===== config.mk =====
export PLATFORM = sky130hd
export DESIGN_NAME = tmu_ram
export DESIGN_NICKNAME = d
export VERILOG_FILES = /design/src/hw/rtl/task_paged_mmu_local_decode_assert.svh /design/src/hw/rtl/tmu_ram.sv
export SDC_FILE = /design/constraint.sdc
export NUM_CORES = 2
export LEC_CHECK = 0
export BUFFER_PORTS_ARGS = -buffer_cell sky130_fd_sc_hd__buf_2
export CAP_MARGIN = 15
export CORE_AREA = 3 3 735 737
export CTS_BUF_LIST = sky130_fd_sc_hd__clkbuf_2
export DETAILED_ROUTE_END_ITERATION = 10
export DIE_AREA = 0 0 738 740
export GPL_TIMING_DRIVEN = 1
export PLACE_DENSITY = 0.43
export SETUP_SLACK_MARGIN = 0.4
export SLEW_MARGIN = 10
export SYNTH_ARGS = -nofsm -noshare
export SYNTH_HDL_FRONTEND = slang
export SYNTH_SLANG_ARGS = --single-unit

===== constraint.sdc =====
create_clock -name clk_i -period 5.1 [get_ports clk_i]
set_input_delay 0.765 -clock clk_i [delete_from_list [all_inputs] [get_ports clk_i]]
set_output_delay 0.765 -clock clk_i [all_outputs]
set_load 0.02 [all_outputs]

===== src/hw/rtl/task_paged_mmu_local_decode_assert.svh =====
// ----------------------------------------------------------------------------
// Assertion macros for the task-paged memory unit
// Checks are clocked on clk_i and held off while rst_ni is low.
// ----------------------------------------------------------------------------
`ifndef TASK_PAGED_MMU_LOCAL_DECODE_ASSERT_SVH
`define TASK_PAGED_MMU_LOCAL_DECODE_ASSERT_SVH

`ifndef SYNTH
`define TMU_ASSERT(name, prop, msg) \
  name: assert property (@(posedge clk_i) disable iff (!rst_ni) prop) else $error(msg);
`define TMU_ASSERT_NEVER(name, cond, msg) \
  `TMU_ASSERT(name, !(cond), msg)
`else
`define TMU_ASSERT(name, prop, msg)
`define TMU_ASSERT_NEVER(name, cond, msg)
`endif

`endif


===== src/hw/rtl/tmu_ram.sv =====
// ----------------------------------------------------------------------------
// tmu_ram
// Generic single-clock RAM, one write port, one read port, registered read.
// ----------------------------------------------------------------------------
`timescale 1ns / 1ps
`default_nettype none

module tmu_ram #(
  parameter int unsigned Width = 8,
  parameter int unsigned Depth = 512
) (
  input  wire logic                     clk_i,
  input  wire logic                     we_i,
  input  wire logic [$clog2(Depth)-1:0] waddr_i,
  input  wire logic [Width-1:0]         wdata_i,
  input  wire logic                     re_i,
  input  wire logic [$clog2(Depth)-1:0] raddr_i,
  output logic      [Width-1:0]         rdata_o
);

  logic [Width-1:0] mem_q [Depth];
  logic [Width-1:0] rdata_q;

  always_ff @(posedge clk_i) begin
    if (we_i) begin
      mem_q[waddr_i] <= wdata_i;
    end
    if (re_i) begin
      rdata_q <= mem_q[raddr_i];
    end
  end

  assign rdata_o = rdata_q;

endmodule

`default_nettype wire


==> flow_metrics.tcl <==
set metrics [dict create \
    status "completed" \
    via_count 85700 \
    io_pins 37 \
    arrival_ps 6840 \
    post_cts_buffers 0 \
    clk_path_buf_depth 5 \
    switchingPower_mw 16.0 \
    synth_seq_cells 4104 \
    synth.area.top_cells "edfxtp_1 (77%), mux4_2 (9.2%), mux2i_1 (5.0%), o221ai_1 (2.0%), nor2_1 (1.4%)" \
    viasPerCell 5.07 \
    cts_root_buffer "clkbuf_2" \
    fin_setup_tns_ps 0 \
    synth_top_area_frac 0.770 \
    netlist_area_mm2 0.160 \
    drc 0 \
    yosys.area.top_type "edfxtp_1" \
    min_period_ps 4780 \
    utilization 0.339 \
    drtIter0Drc 8101 \
    slew_headroom 0.118 \
    yosys_warnings 0 \
    clkTransAtPathRegs_ps 90 \
    drive_gt1_frac 0.284 \
    synth_cell_types 50 \
    rows 268 \
    switching_share 0.254 \
    slew_violations 0 \
    syn_inst 8030 \
    wire_per_inst_um 29.0 \
    worst_ep_required_time_ps 7160 \
    syn-num-nets 8059 \
    h-tree-depth 7 \
    drtAntennaViolNets 0 \
    power_frac_comb 0.059 \
    fin_nets 9240 \
    synthArstFlopShare 0 \
    start_kind "input port" \
    clock-sinks 4104 \
    grt_pass1_vias 89200 \
    grt_start_max_net_pins 149 \
    min_path_type "in2reg" \
    coreArea_mm2 0.533 \
    setup_viol 0 \
    fmax_ghz 0.209 \
    synth_edf_count 4104 \
    critPathKind "in2reg" \
    routed_wl_um 491000 \
    path_max_fanout 11 \
    hold_ws_ps 488 \
    syn_area_per_cell_um2 19.9 \
    finalHoldViolCount 0 \
    fin_crit_sh 0.937 \
    die_h_um 740 \
    dp_hpwl_um 301000 \
    clock_skew_ps 308 \
    dieArea_mm2 0.546 \
    rsz0062_at_grt "false" \
    ir_worst_vdd_mv 0.221 \
    start_util 0.300 \
    p_int_mw 47.2 \
    cts_tree "built" \
    grt_pass1_wl_um 686000 \
    die_w_um 738 \
    gp_congestion 0.819 \
    port_buffers 36 \
    leakagePower_nw 58.6 \
    ys.flop_type "edfxtp_1" \
    overflow 0 \
    insertion_delay_ps 2330 \
    clkPwrFrac 0.354 \
    grt.total_usage 0.178 \
    area_delta_synth_final_pct 13.0 \
    antenna_found_initial 40 \
    p_seq_frac 0.588 \
    ys_seq_area_frac 0.770 \
    max_slew.worst_pin.slew_ps 1320 \
    power_mw 63.2 \
    maxCapViolCount 0 \
    power.density_mw_per_mm2 350 \
    end_kind "flop" \
    cts-buffers-inserted 1160 \
    dr.pass1.iters 6 \
]
-- placed cells by master (no fill, tap or decap), types with 13 or more instances in the layout --
cell type	synthesis	layout
a211oi_1	17	17
a21oi_1	194	194
a22oi_1	61	61
and2_1	20	19
buf_12	5	82
buf_2	57	26
buf_4	70	312
clkbuf_2	0	1607
clkinv_1	0	164
clkinv_2	0	25
diode_2	0	24
dlygate4sd3_1	0	92
edfxtp_1	4104	4104
inv_2	1	20
mux2i_1	797	797
mux4_2	654	654
nand2_1	111	96
nand2_4	0	13
nand3_1	36	32
nand4_1	32	32
nor2_1	597	595
nor3_1	109	107
nor4_1	36	32
o21ai_0	118	115
o221ai_1	371	371
o22ai_1	163	163
o31ai_1	13	13
-- power groups by stage --
stage | registers, mW | clock network (mW) | logic (mW)
after CTS | 37.1 | 23.3 | 3.80
after detailed placement | 37.9 | 0 | 3.69
after floorplan | 37.9 | 0 | 1.77
after global routing | 37.1 | 25.1 | 3.92
after global placement | 37.9 | 0 | 3.64
final | 37.1 | 22.3 | 3.72
-- flip-flops by register name (all words and copies together) (netlist names) --
| name | flops |
|---|---|
| mem_q | 4096 |
| rdata_o | 8 |
-- synthesized netlist by cell type, types with 3 or more instances --
cell and number:
a22o_1 5, nand3_1 36, nor4_1 36, buf_12 5, nor3b_1 8, o2111a_1 8, edfxtp_1 4104, nor2_1 597
a21oi_1 194, o22ai_1 163, buf_6 64, nand2b_1 4, mux4_2 654, and2_1 20, nand2_1 111, nand4_1 32
clkbuf_1 265, o311ai_0 5, and3_1 4, a22oi_1 61, buf_2 57, a211oi_1 17, or3_1 6, or2_2 4
o221ai_1 371, mux2i_1 797, o41ai_1 7, buf_4 70, buf_1 41, nor2b_1 6, nor3_1 109, o31ai_1 13
and3b_1 4, buf_8 11, o22a_1 3, o21ai_0 118, a2111oi_0 3
-- worst paths after layout --
path | slack (ps) | cells after the start | endpoint | from
min reg2reg | 1800 | 7 | rdata_o[2] | mem_q[228][2]
max | 320 | 17 | rdata_o[1] | raddr_i[3]
min | 490 | 3 | rdata_o[0] | re_i
max reg2reg | 590 | 11 | rdata_o[4] | mem_q[249][4]
-- metrics by stage --
step,std cells,cell area (µm²),setup WS [ps]
2_1_floorplan,8030,160000,2220
3_3_place_gp,15000,170000,-352
3_5_place_dp,15000,170000,293
4_1_cts,16900,181000,529
5_1_grt,16900,181000,450
6_report,16900,181000,322
-- kinds of logic after synthesis --
logic type,Yosys count,synth area share
AO/OA/AOI/OAI,979,0.0431
buffers and inverters,516,0.0185
flip-flops,4104,0.770
multiplexers,1451,0.142
AND/OR/NAND/NOR,980,0.0263
-- layer usage --
| metal | vias to the layer above | GRT usage | share of wire |
|---|---|---|---|
| met5 | - | 0 | 0.000055 |
| met4 | 4 | 0.0583 | 0.023 |
| met3 | 643 | 0.0410 | 0.062 |
| met2 | 3120 | 0.286 | 0.49 |
| met1 | 45600 | 0.239 | 0.43 |
| li1 | 36400 | - | - |
-- timing repair --
action                                 4_1_cts  5_1_grt
endpoints found under the hold margin     8105        0
setup endpoints to repair                    0        3
gates resized for setup                      0        1
hold buffers                               103        0
-- critical path: stages --
cell,delay (ps)
dlygate4sd3_1,530
buf_2,240
dlygate4sd3_1,710
buf_4,240
nor3b_2,410
nand2_4,240
buf_4,280
buf_4,200
a21oi_1,340
nor3_1,110
dlygate4sd3_1,580
nand4_1,70
dlygate4sd3_1,550
nand2_1,90
dlygate4sd3_1,640
o2111a_1,260
dlygate4sd3_1,540
-- cell type report --
class                           instances  area [µm²]
Inverter                                3        18.8
Fill cell                           51100      352000
Clock inverter                        223        1170
Tap cell                             7020        8780
Sequential cell                      4104      123000
Multi-Input combinational cell       3410       34100
Timing Repair Buffer                  532        5430
Clock buffer                         1607        8040
Antenna cell                           24        60.1
No activity file was read; power rests on OpenSTA's default activity.
